==> config.mk <==
export PLATFORM = sky130hd
export DESIGN_NAME = qte_sqrt_cell
export DESIGN_NICKNAME = d
export VERILOG_FILES = /design/src/design/qte_pkg.sv /design/src/design/qte_sqrt_cell.sv
export SDC_FILE = /design/constraint.sdc
export NUM_CORES = 1
export LEC_CHECK = 0
export ABC_CLOCK_PERIOD_IN_PS = 5800
export BUFFER_PORTS_ARGS = -buffer_cell sky130_fd_sc_hd__buf_2
export CAP_MARGIN = 20
export CORE_ASPECT_RATIO = 1.4
export CORE_MARGIN = 1
export CORE_UTILIZATION = 43
export DETAILED_ROUTE_END_ITERATION = 12
export GPL_TIMING_DRIVEN = 1
export PLACE_DENSITY = 0.69
export SLEW_MARGIN = 15
export SYNTH_ARGS = -nofsm -noshare
export SYNTH_HDL_FRONTEND = slang
export SYNTH_SLANG_ARGS = --single-unit
==> constraint.sdc <==
create_clock -name clk -period 5.8 [get_ports clk]
set_clock_uncertainty 0.05 [all_clocks]
set_input_delay 1.45 -clock clk [delete_from_list [all_inputs] [get_ports clk]]
set_output_delay 1.45 -clock clk [all_outputs]
set_load 0.01 [all_outputs]
==> src/design/qte_pkg.sv <==
// shared types, constants and the arctangent table for the quaternion to euler block
`default_nettype none
package qte_pkg;

  // widths of the internal datapath
  localparam int RW      = 35;  // rotation matrix terms, Q28
  localparam int CW      = 36;  // cordic x / y
  localparam int ZW      = 30;  // cordic angle, 2^-20 degree
  localparam int SQ_BITS = 31;  // bits of the square root result
  localparam int SUM_W   = 62;  // radicand width
  localparam int INT_FRAC = 20;

  // lock codes
  localparam logic [1:0] LOCK_NONE = 2'd0;
  localparam logic [1:0] LOCK_NEG  = 2'd1;
  localparam logic [1:0] LOCK_POS  = 2'd2;

  // 0.9999999 in Q28
  localparam logic signed [RW-1:0] LOCK_LIM = 35'sd268435429;

  localparam logic signed [ZW-1:0] DEG90 = 30'sd94371840;

  // one cordic word moving down the chain
  typedef struct packed {
    logic signed [CW-1:0] x;
    logic signed [CW-1:0] y;
    logic signed [ZW-1:0] z;
    logic                 zero;
  } cordic_t;

  // operands riding along with the square root
  typedef struct packed {
    logic signed [CW-1:0] yaw_y;
    logic signed [CW-1:0] yaw_x;
    logic signed [CW-1:0] roll_y;
    logic signed [CW-1:0] roll_x;
    logic signed [CW-1:0] pit_y;
    logic [1:0]           lock;
  } side_t;

  // atan(2^-i) in 2^-20 degree
  function automatic logic signed [ZW-1:0] atan_tab(input int i);
    logic signed [ZW-1:0] v;
    begin
      unique case (i)
        0: v = 30'sd47185920;
        1: v = 30'sd27855475;
        2: v = 30'sd14718068;
        3: v = 30'sd7471121;
        4: v = 30'sd3750058;
        5: v = 30'sd1876857;
        6: v = 30'sd938658;
        7: v = 30'sd469357;
        8: v = 30'sd234682;
        9: v = 30'sd117342;
        10: v = 30'sd58671;
        11: v = 30'sd29335;
        12: v = 30'sd14668;
        13: v = 30'sd7334;
        14: v = 30'sd3667;
        15: v = 30'sd1833;
        16: v = 30'sd917;
        17: v = 30'sd458;
        18: v = 30'sd229;
        19: v = 30'sd115;
        20: v = 30'sd57;
        21: v = 30'sd29;
        22: v = 30'sd14;
        23: v = 30'sd7;
        default: v = '0;
      endcase
      return v;
    end
  endfunction

endpackage
`default_nettype wire

==> src/design/qte_sqrt_cell.sv <==
// one bit of the pipelined integer square root
`default_nettype none
module qte_sqrt_cell #(
  parameter int K = 0
) (
  input  wire logic                            clk,
  input  wire logic                            en,
  input  wire logic [qte_pkg::SUM_W-1:0]       rem_i,
  input  wire logic [qte_pkg::SQ_BITS-1:0]     root_i,
  output logic      [qte_pkg::SUM_W-1:0]       rem_o,
  output logic      [qte_pkg::SQ_BITS-1:0]     root_o
);

  logic [qte_pkg::SUM_W:0]       trial;
  logic [qte_pkg::SUM_W:0]       rem_ext;
  logic [qte_pkg::SUM_W-1:0]     rem_nxt;
  logic [qte_pkg::SQ_BITS-1:0]   root_nxt;

  // trial = 2 * root * 2^K + 2^2K
  always_comb begin
    trial   = ((qte_pkg::SUM_W+1)'(root_i) << (K + 1))
            + ((qte_pkg::SUM_W+1)'(1) << (2 * K));
    rem_ext = (qte_pkg::SUM_W+1)'(rem_i);
    if (rem_ext >= trial) begin
      rem_nxt  = qte_pkg::SUM_W'(rem_ext - trial);
      root_nxt = root_i | (qte_pkg::SQ_BITS'(1) << K);
    end else begin
      rem_nxt  = rem_i;
      root_nxt = root_i;
    end
  end

  always_ff @(posedge clk) begin
    if (en) begin
      rem_o  <= rem_nxt;
      root_o <= root_nxt;
    end
  end

endmodule
`default_nettype wire

-- Yosys cells after proc, flatten, opt, wreduce, memory -nomap -nowiden
Cells that the tools add are included.
- bits in registers: 93
- output and inout port bits: 93
- input port bits: 95
- $add $sub $neg: 2
- mux-type cells: 1
- magnitude comparators: 1
- operator list (operator ; number):
    62-bit by 33-bit greater-or-equal comparator with 1-bit output ; 1
    62-bit two-way mux ; 1
    62-bit by 33-bit subtractor with 62-bit output ; 1
    32-bit by 1-bit adder with 33-bit output, second input constant ; 1

-- Logic depth before layout (Yosys ltp)
Gate-level depths: netlist (run 1).
- depth after elaboration: 3
- mapped depth: 12
- mapped depth without buffers: 11

-- Worst setup path before layout (run 1)
OpenSTA, ideal clock, no wires.
- kind: input to register
- start: input port rem_i[36] in the netlist's numbering
- end: register rem_o[39] in the netlist's numbering (data pin)
- setup time: 258 ps
- stages: 9
- arrival: 3665 ps
- slack: 1827 ps
- data required time: 5492 ps
- cell sequence: or4_1 -> or3_1 -> or2_1 -> nor4_4 -> o211ai_1 -> nand2_2 -> buf_2 -> nand3_1 -> xnor2_1
- cells in the longest elaborated chain, start to end: 2
- elaborated cells between the ends (all ways): 3
- classes of those cells: add/sub (1); order compare (1); mux (1)
- ends and longest elaborated chain (item ; line ; RTL):
    start, declared ; qte_sqrt_cell.sv:8 ; input wire logic [qte_pkg::SUM_W-1:0] rem_i,
    62-bit by 33-bit subtractor with 62-bit output / 62-bit by 33-bit greater-or-equal comparator with 1-bit output (equally long branches) ; qte_sqrt_cell.sv:25, qte_sqrt_cell.sv:24 ;
    62-bit two-way mux * ; qte_sqrt_cell.sv:24 ; if (rem_ext >= trial) begin
    via rem_nxt, one bit ; qte_sqrt_cell.sv:16 ; logic [qte_pkg::SUM_W-1:0] rem_nxt;
    end signal, assigned ; qte_sqrt_cell.sv:35 ; rem_o <= rem_nxt;
    end, declared ; qte_sqrt_cell.sv:10 ; output logic [qte_pkg::SUM_W-1:0] rem_o,
The timed path passes the listed nets; every way through them passes the cells marked *.
A chain may end at the register's enable or synchronous reset.

-- Worst setup path in the final report (run 1)
- start: input port rem_i[36] in the netlist's numbering
- end: register rem_o[22] in the netlist's numbering (data pin)
- cells in the longest elaborated chain, start to end: 2
- ends and longest elaborated chain (item ; line):
    62-bit by 33-bit greater-or-equal comparator with 1-bit output ; qte_sqrt_cell.sv:24
    62-bit two-way mux ; qte_sqrt_cell.sv:24
    via rem_nxt, one bit ; qte_sqrt_cell.sv:16
The timed path passes the listed nets, and every way through them passes these cells.

==> run summary, run 1 <==
The run finished with clean final reports. The fmax came out at 219 MHz. For the final routed database, the setup TNS stands at 0 ns.

The number of instances in the synthesized netlist came out at 591. The synthesized area per cell came out at 9.93 um2. The placement row count came out at 50. The core occupancy in the finished layout is 0.546. Across the run, the number of max-cap violations was 0.

The number of cells upsized or downsized after cts is 0. The final weighted congestion of routability-driven global placement is 0.907. The first TritonRoute pass finished after 5 iterations.

The final critical delay including setup and external delays is 4.57 ns. The clock net in this run drives a total of 93 sinks. STA classifies the critical path endpoint as a flip-flop. The chip width is 101 um. The number of max-slew violations in the final report came out at 0. The arrival time of the worst setup path is 4.60 ns. The type of element launching the critical path is a primary input. The reported leakage power came out at 3.03 nW. During synthesis, Yosys emitted a total of 0 warnings. The via count of the routed design came out at 5,391.

The fraction of power spent switching nets is 0.294. The number of antenna violations at the first check in global routing is 1. The residual overflow from global routing is 0. Measured along the y axis, the die boundary spans 140 um. Sorting the synthesized cells by area gives the leading types as edfxtp_1, ha_1, a21oi_1. The highest ir drop seen on vdd is 0.133 mV. After the last flow step, the layout net total stands at 904. The worst min-delay path class is in -> reg. The via density per instance came out at 5.59. The share of total power dissipated in combinational logic is 0.248.

Summing every instance area after synthesis gives 5870 um2. In the synthesized netlist, the cells that appear most often are edfxtp_1, a21oi_1, nor2_1, nand2_1, inv_1. The number of register bits inferred by synthesis is 93. The internal portion of the total power is 0.00130 W. The DRC marker count from the first detailed-route iteration is 330. Of all flip-flops after synthesis, the portion carrying an async set or reset was 0.

Among all cell types in the netlist, the one instantiated most often is edfxtp_1. The worst relative slew slack came out at 0.308. The largest net degree at the start of global routing is 94.

The number of enable-type register cells in the synthesized netlist came out at 93. The endpoint required time on the critical path came out at 5.83 ns. The number of nets produced by synthesis is 719. The fraction of final layout cells sized beyond drive strength 1 came out at 0.277. The via count of the first global-routing pass is 5,507. The actual transition at the worst max-transition pin is 1.03 ns. Buffers placed on the I/O ports in this run total 187. The routed wire length per instance came out at 17.1 um. The worst hold path begins at root_i[6]. The H-tree depth came out at 3. The share of the Yosys chip area taken by registers is 0.476. In this run, CTS created clock tree buffers numbering 9. The number of hold buffers added after CTS was 0.

TritonCTS built the clock tree. The largest fanout on the critical path came out at 35. Clock-pin slew was measured on the worst setup and hold paths at 0.06 ns. The type of the worst setup path is in -> reg. Setup repair after global routing left no endpoint under its margin. The fraction of synthesized cell area taken by the top area cell type came out at 0.476. The largest buffer count on any clock path is 2. The area growth from synthesis to final layout came out at 23.9%. The number of endpoints with negative hold slack in the final report came out at 0.

The portion of total power attributed to the clock network is 0.291. The total detailed-routing wirelength came out at 16,500 um. The most critical setup path has its startpoint at rem_i[36]. The post-detailed-route DRC marker count is 0.

The cell area power density is 254 nW/um2. The floorplan step defined a core boundary enclosing 13,300 um2. The commonest register cell after synthesis is edfxtp_1.

The overall global routing resource usage came out at 0.238. The post-DP HPWL came out at 13,000 um. The final number of setup-violating endpoints is 0. The total I/O pin count is 188. The area of the die came out at 14,100 um2. The wire length of the first global-routing pass is 25,800 um.

The register share of total power is 0.461. The net switching power is 0.000543 W. The root buffer cell is clkbuf_16. The cell type with the highest aggregate area in the netlist is edfxtp_1. The number of distinct library cells after synthesis is 52. The initial utilization of the core area, before any placement, comes to 0.440. The number of antenna-violating nets in the routed design came out at 0. The share of the cycle needed by the critical path after routing is 0.787. After clock tree synthesis, the setup repair step added 0 buffers.
[worst paths after layout]
check,to,slack (ns),cells past startpoint
worst min-delay path,root_o[6],1.24,1
worst max-delay path,rem_o[22],1.23,9
[per-layer routing]
metal	global-route usage	vias to the layer above	wire [um]
met5	0	-	0
met2	0.441	272	8600
li1	-	2560	-
met4	0.117	0	643
met3	0.0424	51	1180
met1	0.254	2508	6080
[critical path, cell delays in order]
cell and delay, ns:
buf_2 0.12, or4_1 0.58, nor4_2 0.43, nand2_1 0.18
o31ai_1 0.49, a31oi_1 0.21, nand2_2 0.58, buf_4 0.41
a21oi_1 0.13
[power groups by stage]
stage | Sequential (W) | Combinational [W] | Clock (W)
after global placement | 0.000867 | 0.000445 | 0
after CTS | 0.000853 | 0.000455 | 0.000551
after global routing | 0.000858 | 0.000503 | 0.000573
final | 0.000851 | 0.000458 | 0.000537
after floorplan | 0.000906 | 0.000221 | 0
after detailed placement | 0.000866 | 0.000453 | 0
[final cells by class]
| class | instances | area [um2] |
|---|---|---|
| multi-input combinational | 442 | 2850 |
| clock inverter | 6 | 40.0 |
| clock buffer | 9 | 225 |
| fill | 1234 | 6050 |
| tap | 182 | 228 |
| inverter | 39 | 146 |
| antenna | 2 | 5.00 |
| timing repair buffer | 191 | 981 |
| sequential | 93 | 2790 |
[cells by family after synthesis]
kind of cell,share of synthesized area
XOR/XNOR,0.0896
flip-flops,0.476
buffers and inverters,0.0375
AND/OR/NAND/NOR,0.181
multiplexers,0.00384
adder cells (fa/ha/maj),0.0717
AO/OA/AOI/OAI,0.141
[per-stage QoR]
step	cells	worst slack, ns	power (W)	instance area [um2]	hold WS, ns
4_1_cts	961	1.24	0.00186	7250	1.23
6_report	964	1.23	0.00185	7270	1.24
2_1_floorplan	591	1.83	0.00113	5870	1.50
3_5_place_dp	946	0.896	0.00132	6980	1.59
5_1_grt	962	0.960	0.00193	7270	1.24
3_3_place_gp	946	1.03	0.00131	6980	1.59
[layout by cell type (no fill, tap or decap), types with 4 or more instances in the layout]
cell and instances:
buf_4 4, buf_2 186, or4_1 6, edfxtp_1 93, xnor2_1 37, ha_1 32, a21o_1 4, clkbuf_16 9
nor2_1 49, o21bai_1 6, xor2_1 23, nor2b_1 5, o211ai_1 7, inv_1 39, a31oi_1 4, and3_1 4
a21oi_1 65, nor3_1 19, nor4_1 20, or3_1 8, nand2_1 48, a211oi_1 4, o21ai_0 33, nand3_1 11
nand4_1 15
[flip-flops by register name, indices dropped and copies added, names as in the netlist]
| signal | count |
|---|---|
| rem_o | 62 |
| root_o | 31 |
No activity file was read; power rests on OpenSTA's default activity.
==> run 2, diff against run 1 <==
--- a/config.mk
+++ b/config.mk
@@ -5,7 +5,8 @@
 export SDC_FILE = /design/constraint.sdc
 export NUM_CORES = 1
 export LEC_CHECK = 0
-export ABC_CLOCK_PERIOD_IN_PS = 5800
+export ABC_AREA = 1
+export ABC_CLOCK_PERIOD_IN_PS = 4300
 export BUFFER_PORTS_ARGS = -buffer_cell sky130_fd_sc_hd__buf_2
 export CAP_MARGIN = 20
 export CORE_ASPECT_RATIO = 1.4
@@ -13,7 +14,7 @@
 export CORE_UTILIZATION = 43
 export DETAILED_ROUTE_END_ITERATION = 12
 export GPL_TIMING_DRIVEN = 1
-export PLACE_DENSITY = 0.69
+export PLACE_DENSITY = 0.67
 export SLEW_MARGIN = 15
 export SYNTH_ARGS = -nofsm -noshare
 export SYNTH_HDL_FRONTEND = slang
==> constraint.sdc (replaced) <==
create_clock -name clk -period 4.3 [get_ports clk]
set_clock_uncertainty 0.05 [all_clocks]
set_input_delay 1.075 -clock clk [delete_from_list [all_inputs] [get_ports clk]]
set_output_delay 1.075 -clock clk [all_outputs]
set_load 0.01 [all_outputs]
==> run 2 against run 1 <==
Via count is 36% higher. Routed wire length is 41% higher. Largest power group unchanged. Non-clock buffer count stayed put. Combinational power is 59% higher. Flip-flop and latch count stayed put. Utilization is 1.4 points lower. Die area is 27% higher. Count of clock-buffer cells in the layout is 1 higher.
==> run summary, run 2 <==
The via density per instance came out at 4.83. The largest registers in the layout are rem_o x62, root_o x31. The placement row count is 56. Of the total power, the clock network draws 0.309. The global routing stage identified its most utilized layer as met2. The reported leakage power is 4.53 nW. Among all flip-flop cells after synthesis, the most frequent one is edfxtp_1. The area of the placeable core is 16,900 um2. In the finished design, the share of the clock period the worst path needs comes to 0.775. The library cell used most frequently in the layout, excluding fill and tap cells, is nand2_1.

The type of element launching the critical path is a primary input. The power share of the combinational group is 0.269. Counting flops with an async set or reset pin after synthesis yields a share of 0. The slowest stage of the critical path is the buf_4 cell. Setup repair after global routing left no endpoint under its margin. The via count of the first global-routing pass is 7,284. Before antenna repair, the detailed router went through 5 iterations.

The routed wire length per instance is 15.3 um. Across all hold checks on the routed design, the worst slack comes to 0.854 ns. The number of flip-flops in the largest register came out at 62. The sequential share of the synthesized area came out at 0.372. The endpoint required time on the critical path came out at 4.34 ns. The floorplan die height is 158 um. The critical path contains buffers and inverters numbering 6 combined.

The cell count after synthesis came out at 1,090. The final setup TNS is 0 ns. After legalization and detailed placement, the total HPWL measured 19,600 um. The number of enable-type register cells in the synthesized netlist came out at 93. The fraction of final layout cells sized beyond drive strength 1 came out at 0.215.

For this run, the total global-route usage over all layers was measured as 0.264. Buffers placed on the I/O ports in this run total 187. The total overflow left after global routing is 0. Summed over all nets, the switching power comes to 0.000865 W. Max-cap violations in this run came to 0. Clock-pin slew was measured on the worst setup and hold paths at 0.07 ns. The run finished with clean final reports. Entering global routing, the biggest net connects 61 pins. The critical path in this run is classified as in -> reg. The fmax is 300 MHz.

The largest buffer count on any clock path came out at 2. In the synthesized netlist, the cells that appear most often are nand2_1, inv_1, nor2_1, edfxtp_1, nand3_1. The internal portion of the total power is 0.00184 W.

By area the synthesized netlist is led by edfxtp_1, nand2_1, inv_1. The actual transition at the worst max-transition pin came out at 0.822 ns. The worst relative slew slack came out at 0.446. Of the total power, the share spent switching nets is 0.320.

The root buffer cell is clkbuf_16. The register share of total power came out at 0.422. The smallest clock period supported by the final layout is computed as 3.33 ns. The H-tree depth came out at 3. rem_o holds more flip-flops than any other register. After synthesis the cells add up to 7510 um2. Counting flops and latches in the post-synthesis netlist gives 93.

The final number of setup-violating endpoints is 0. Post-CTS repair changed the size of 0 cells. In this design, the largest share of critical-path delay is due to buffers and inverters. The number of antenna violations at the first check in global routing is 0. The highest ir drop seen on vdd is 0.147 mV. The area of the die is 18,000 um2. The area of combinational cells with multiple inputs is 3850 um2. The cell type with the highest aggregate area in the netlist is edfxtp_1. Along the worst path, the maximum fanout reaches 50. For this run, design rule violations remaining after detail routing come to 0. The number of nets produced by synthesis came out at 1,218. In the global route stage, met2 resource usage came out at 0.496. The top cell types in the final layout, fill and taps aside, are nand2_1, inv_1, buf_2. nand2_1 is the most common cell in the netlist. Counting every sink on the clock net gives 93. The first global-routing pass estimated 35,900 um of wire.

During I/O placement, the number of pins put on the boundary was 188. The register area is 2790 um2. The cell area power density is 301 nW/um2. The floorplan step set the die width to 114 um. The number of antenna-violating nets in the routed design is 0. The area growth from synthesis to final layout came out at 19.7%. The worst min-delay path class is in -> reg.

The final net count is 1,411. The number of distinct library cells after synthesis is 36. The hold buffer count at CTS is 0.

For this run, global-route usage on met3 was measured as 0.0297. The signal on the critical path passes through buf_2 -> ha_1 -> a21oi_1 -> inv_1 -> nor2_1 -> nand2_1 -> inv_2 -> nand2_1 -> inv_2 -> nand2_2 -> nand2_2 -> nand2_4 -> inv_2 -> buf_4 -> o21ai_0. Counting the buffers created by CTS gives 9.

The most repeated library cell on the critical path is inv_2. The post-CTS setup buffer count came out at 0. The total detailed-routing wirelength is 23,200 um. The DRC marker count from the first detailed-route iteration is 391. The number of warning messages in the yosys log is 0. The number of max-slew violations in the final report is 0. TritonCTS built the clock tree.

The initial utilization of the core area, before any placement, comes to 0.445. STA classifies the critical path endpoint as a flip-flop. The delay contributed by the slowest stage of the critical path is 0.43 ns. The met1 track demand over resource in global routing came out at 0.291. The fraction of synthesized cell area taken by the top area cell type came out at 0.372.

The via count of the routed design came out at 7,335. The filler cells instantiated in the layout total 1,729. The number of endpoints with negative hold slack in the final report is 0. The final weighted congestion of routability-driven global placement is 0.933.

The total inserted antenna cells is 0. The synthesized area per cell came out at 6.89 um2. The arrival time of the worst setup path is 3.37 ns.
-- run 2: cell count changes in the layout (fill, tap and decap cells not counted), sizes merged, moves of 6 or more --
cell / delta
o21ai: -8
xnor2: -20
nor2: +64
nand4: -8
nand2: +371
or4: -6
a21oi: -14
o211ai: -7
nand3: +50
inv: +171
nor4: -21
or3: -8
xor2: -13
-- run 2: per-stage QoR --
stage	power [W]	util	area (um2)	std cells	setup WS, ns
global placement	0.00188	0.514	8690	1504	0.667
detailed placement	0.00189	0.514	8690	1504	0.566
floorplan	0.00159	-	7510	1090	1.33
CTS	0.00272	0.532	8980	1520	0.938
finish	0.00270	0.532	8980	1520	0.966
global route	0.00284	0.532	8980	1520	0.735
-- run 2: worst paths after layout --
path                    from    endpoint  slack (ns)  cells past startpoint
hold / removal    root_i[29]  root_o[29]        0.85                      1
setup / recovery   rem_i[29]    rem_o[6]        0.97                     15
-- run 2: layout make-up --
| type | instances | share of cell area |
|---|---|---|
| inverter | 210 | 0.0877 |
| clock inverter | 6 | 0.00780 |
| tap | 232 | 0.0323 |
| sequential | 93 | 0.311 |
| clock buffer | 10 | 0.0255 |
| timing repair buffer | 191 | 0.108 |
| multi-input combinational | 778 | 0.428 |
-- run 2: layer usage --
| layer | share of wire | wire length (um) | up-vias |
|---|---|---|---|
| met2 | 0.53 | 12300 | 217 |
| met4 | 0.046 | 1070 | 0 |
| li1 | - | - | 3771 |
| met5 | 0 | 0 | - |
| met3 | 0.038 | 873 | 61 |
| met1 | 0.39 | 9030 | 3286 |
-- run 2: power groups by stage --
stage	Sequential [W]	Clock, W	Combinational, W
after floorplan	0.00122	0	0.000374
after global placement	0.00116	0	0.000724
after detailed placement	0.00116	0	0.000729
after CTS	0.00114	0.000849	0.000731
after global routing	0.00115	0.000874	0.000810
final	0.00114	0.000835	0.000728
-- run 2: cells by family (layout without fill, tap and decap cells) --
family                   count (synthesis)  count (layout)  synth area share
flip-flops                              93              93             0.372
adder cells (fa/ha/maj)                 33              33            0.0560
AND/OR/NAND/NOR                        636             636             0.353
XOR/XNOR                                27              27            0.0315
buffers and inverters                  219             417             0.116
AO/OA/AOI/OAI                           82              82            0.0713
==> run 3, diff against run 2 <==
--- a/config.mk
+++ b/config.mk
@@ -5,8 +5,8 @@
 export SDC_FILE = /design/constraint.sdc
 export NUM_CORES = 1
 export LEC_CHECK = 0
-export ABC_AREA = 1
-export ABC_CLOCK_PERIOD_IN_PS = 4300
+export ABC_AREA = 0
+export ABC_CLOCK_PERIOD_IN_PS = 3100
 export BUFFER_PORTS_ARGS = -buffer_cell sky130_fd_sc_hd__buf_2
 export CAP_MARGIN = 20
 export CORE_ASPECT_RATIO = 1.4
@@ -14,7 +14,7 @@
 export CORE_UTILIZATION = 43
 export DETAILED_ROUTE_END_ITERATION = 12
 export GPL_TIMING_DRIVEN = 1
-export PLACE_DENSITY = 0.67
+export PLACE_DENSITY = 0.69
 export SLEW_MARGIN = 15
 export SYNTH_ARGS = -nofsm -noshare
 export SYNTH_HDL_FRONTEND = slang
==> constraint.sdc (replaced) <==
create_clock -name clk -period 3.1 [get_ports clk]
set_clock_uncertainty 0.05 [all_clocks]
set_input_delay 0.775 -clock clk [delete_from_list [all_inputs] [get_ports clk]]
set_output_delay 0.775 -clock clk [all_outputs]
set_load 0.01 [all_outputs]
==> run 3 against run 2 <==
The run now ends with negative setup slack left. Design area increased by 1.6%. Die area shrank 22%. Global-route usage increased by 0.41 points. Critical path type unchanged. Non-clock buffer count grew 165. Highest routed layer unchanged. Critical path depth down 4. Sequential share of layout area down 0.50 points. Sequential power increased by 39%.
==> run summary, run 3 (synthesized netlist as in run 1, its figures left out) <==
The run finished, with violations left. The final reports fail on negative setup slack. The finished layout holds 1,128 standard cells, fillers aside. The delay contributed by the slowest stage of the critical path came out at 0.55 ns.

The routed design could run at a clock period as short as 3.15 ns. Setup repair after global routing could not meet its margin everywhere. The number of detailed-routing iterations run before antenna repair came out at 5. Detailed placement finished with a half-perimeter wire length of 15,000 um. Of the total power, the share spent switching nets is 0.294. Leaving out fill and tap cells, the most frequent cell in the layout is buf_2. The area growth from synthesis to final layout came out at 55.7%. The placement row count is 50. The library cells used most frequently in the layout, excluding fill and tap cells, are buf_2, buf_4, edfxtp_1. The number of endpoints with negative hold slack in the final report came out at 0. The final weighted congestion of routability-driven global placement came out at 0.915. Across every metal layer, demand over resource in global routing totals 0.269.

The share of the cycle needed by the critical path after routing came out at 1.02. The residual overflow from global routing is 0. The via count of the routed design came out at 6,020. The CTS tree is done. The highest ir drop seen on vdd is 0.260 mV.

Data on the critical path is required at its endpoint by 3.16 ns. On the critical path, the stage with the largest delay is an instance of or4_4. The largest fanout on the critical path is 6. The number of cells in the design after placement is 1,099.

The register with the most flip-flops in the layout has 62 of them. The core occupancy in the finished layout is 0.685. The type of the worst setup path is in -> reg.

The reported leakage power came out at 3.95 nW. The tightest min-delay check is of the in -> reg type. The chip width came out at 101 um.

The power share of the combinational group is 0.300. The via density per instance came out at 5.34. For this run, the top clock speed supported by timing is 318 MHz. The number of max-slew violations in the final report came out at 0. The via count of the first global-routing pass came to 6,136. For the pin with the worst max-slew slack, the measured transition is 0.509 ns. Dividing the detail-routed wire length by the instance count gives 17.2 um. The tool flagged a number of max-cap violations equal to 0. The floorplan step defined a die boundary enclosing 14,100 um2. The H-tree depth came out at 3. The fraction of final layout cells sized beyond drive strength 1 came out at 0.482. In this run the power density over the cells is 423 nW/um2. The total detailed-routing wirelength came out at 19,400 um. The clock passes through at most 2 buffers.

After the last flow step, the layout net total stands at 1,069. For this run, design rule violations remaining after detail routing come to 0. The worst setup margin is -0.0495 ns. The most repeated library cell on the critical path is buf_4. The largest net degree at the start of global routing came out at 49. The floorplan die height is 140 um.

In this run, CTS created clock tree buffers numbering 9. The hold buffer count at CTS is 0. After clock tree synthesis, the clock-pin slew on the worst setup and hold paths is 0.07 ns. The internal portion of the total power is 0.00273 W.

The worst relative slew slack is 0.656. The detail route stage leaves a number of antenna-violating nets equal to 0. The final number of setup-violating endpoints is 4.

Clock tree synthesis selected as its root buffer the cell clkbuf_16. The type of element launching the critical path is a primary input. The DRC marker count from the first detailed-route iteration is 287. The number of sinks driven by the clock tree came out at 93. STA classifies the critical path endpoint as a flip-flop. The count of port buffers added during placement is 187. Walking the worst path, the cells encountered are buf_6 -> or4_4 -> or3_4 -> or2_4 -> nor4_4 -> buf_4 -> a31oi_1 -> buf_4 -> nand2_4 -> buf_12 -> mux2_2.

The net switching power came out at 0.00114 W. The wire length of the first global-routing pass came out at 29,200 um. The number of antenna violations at the first check in global routing is 1. The largest registers in the layout are rem_o x62, root_o x31.

The finished cells cover 9130 um2. Once placement finished, the instance area stood at 8260 um2. Of the total power, the clock network draws 0.289. The area of the placeable core came out at 13,300 um2. The total I/O pin count came out at 188.

The initial utilization of the core area, before any placement, comes to 0.440. The total inserted antenna cells is 0. The register share of total power is 0.412. The register with the most flip-flops in the final layout is rem_o. Data arrives at the worst endpoint at 3.21 ns.
-- run 3: cell types whose count changed in the layout (fill, tap and decap cells not counted), moves of 25 or more --
| cell | before | now |
|---|---|---|
| buf_4 | 5 | 157 |
| inv_1 | 198 | 39 |
| nand3_1 | 59 | 10 |
| a21oi_1 | 23 | 48 |
| nand2_1 | 406 | 47 |
| nor2_1 | 103 | 40 |
-- run 3: per-layer routing --
metal | track usage | vias up | routed length, um
met3 | 0.0379 | 59 | 982
met2 | 0.510 | 231 | 10400
met5 | 0 | - | 0
met4 | 0.140 | 0 | 826
li1 | - | 2893 | -
met1 | 0.279 | 2837 | 7170
-- run 3: final cells by class --
| class | count | area, um2 |
|---|---|---|
| Clock buffer | 9 | 225 |
| Clock inverter | 7 | 66.3 |
| Fill cell | 1063 | 4190 |
| Inverter | 39 | 146 |
| Multi-Input combinational cell | 442 | 3310 |
| Sequential cell | 93 | 2790 |
| Tap cell | 182 | 228 |
| Timing Repair Buffer | 356 | 2360 |
-- run 3: final timing paths --
| path | start | to | cells after the start |
|---|---|---|---|
| worst min-delay path | root_i[20] | root_o[20] | 1 |
| worst max-delay path | rem_i[36] | rem_o[3] | 11 |
-- run 3: critical path: cells and delay by family --
family	cells	cell delay, ns
mux	1	0.33
simple gates	5	1.41
buf+inv	4	0.59
compound gates	1	0.09
-- run 3: power by group through the flow --
| stage | registers [W] | clock network, W | logic, W |
|---|---|---|---|
| 2_1_floorplan | 0.00170 | 0 | 0.000421 |
| 3_3_place_gp | 0.00162 | 0 | 0.00105 |
| 3_5_place_dp | 0.00162 | 0 | 0.00108 |
| 4_1_cts | 0.00159 | 0.00113 | 0.00109 |
| 5_1_grt | 0.00161 | 0.00117 | 0.00125 |
| 6_report | 0.00159 | 0.00111 | 0.00116 |
-- run 3: what timing repair did --
| action | 4_1_cts | 5_1_grt |
|---|---|---|
| resized for setup | 8 | 79 |
| pin swaps | 4 | 20 |
| endpoints found under the setup margin | 25 | 55 |
| setup buffers | 2 | 10 |
| gates cloned | 0 | 3 |
-- run 3: per-stage QoR --
step / hold WS [ns] / power, W / setup WS, ns / setup TNS (ns)
after floorplan: 0.824 / 0.00212 / -0.133 / -2.79
after global placement: 0.918 / 0.00267 / -0.424 / -18.91
after detailed placement: 0.917 / 0.00269 / -0.507 / -21.15
after CTS: 0.556 / 0.00381 / -0.00301 / -0.00528
after global routing: 0.556 / 0.00403 / -0.112 / -2.48
final: 0.559 / 0.00386 / -0.0495 / -0.119
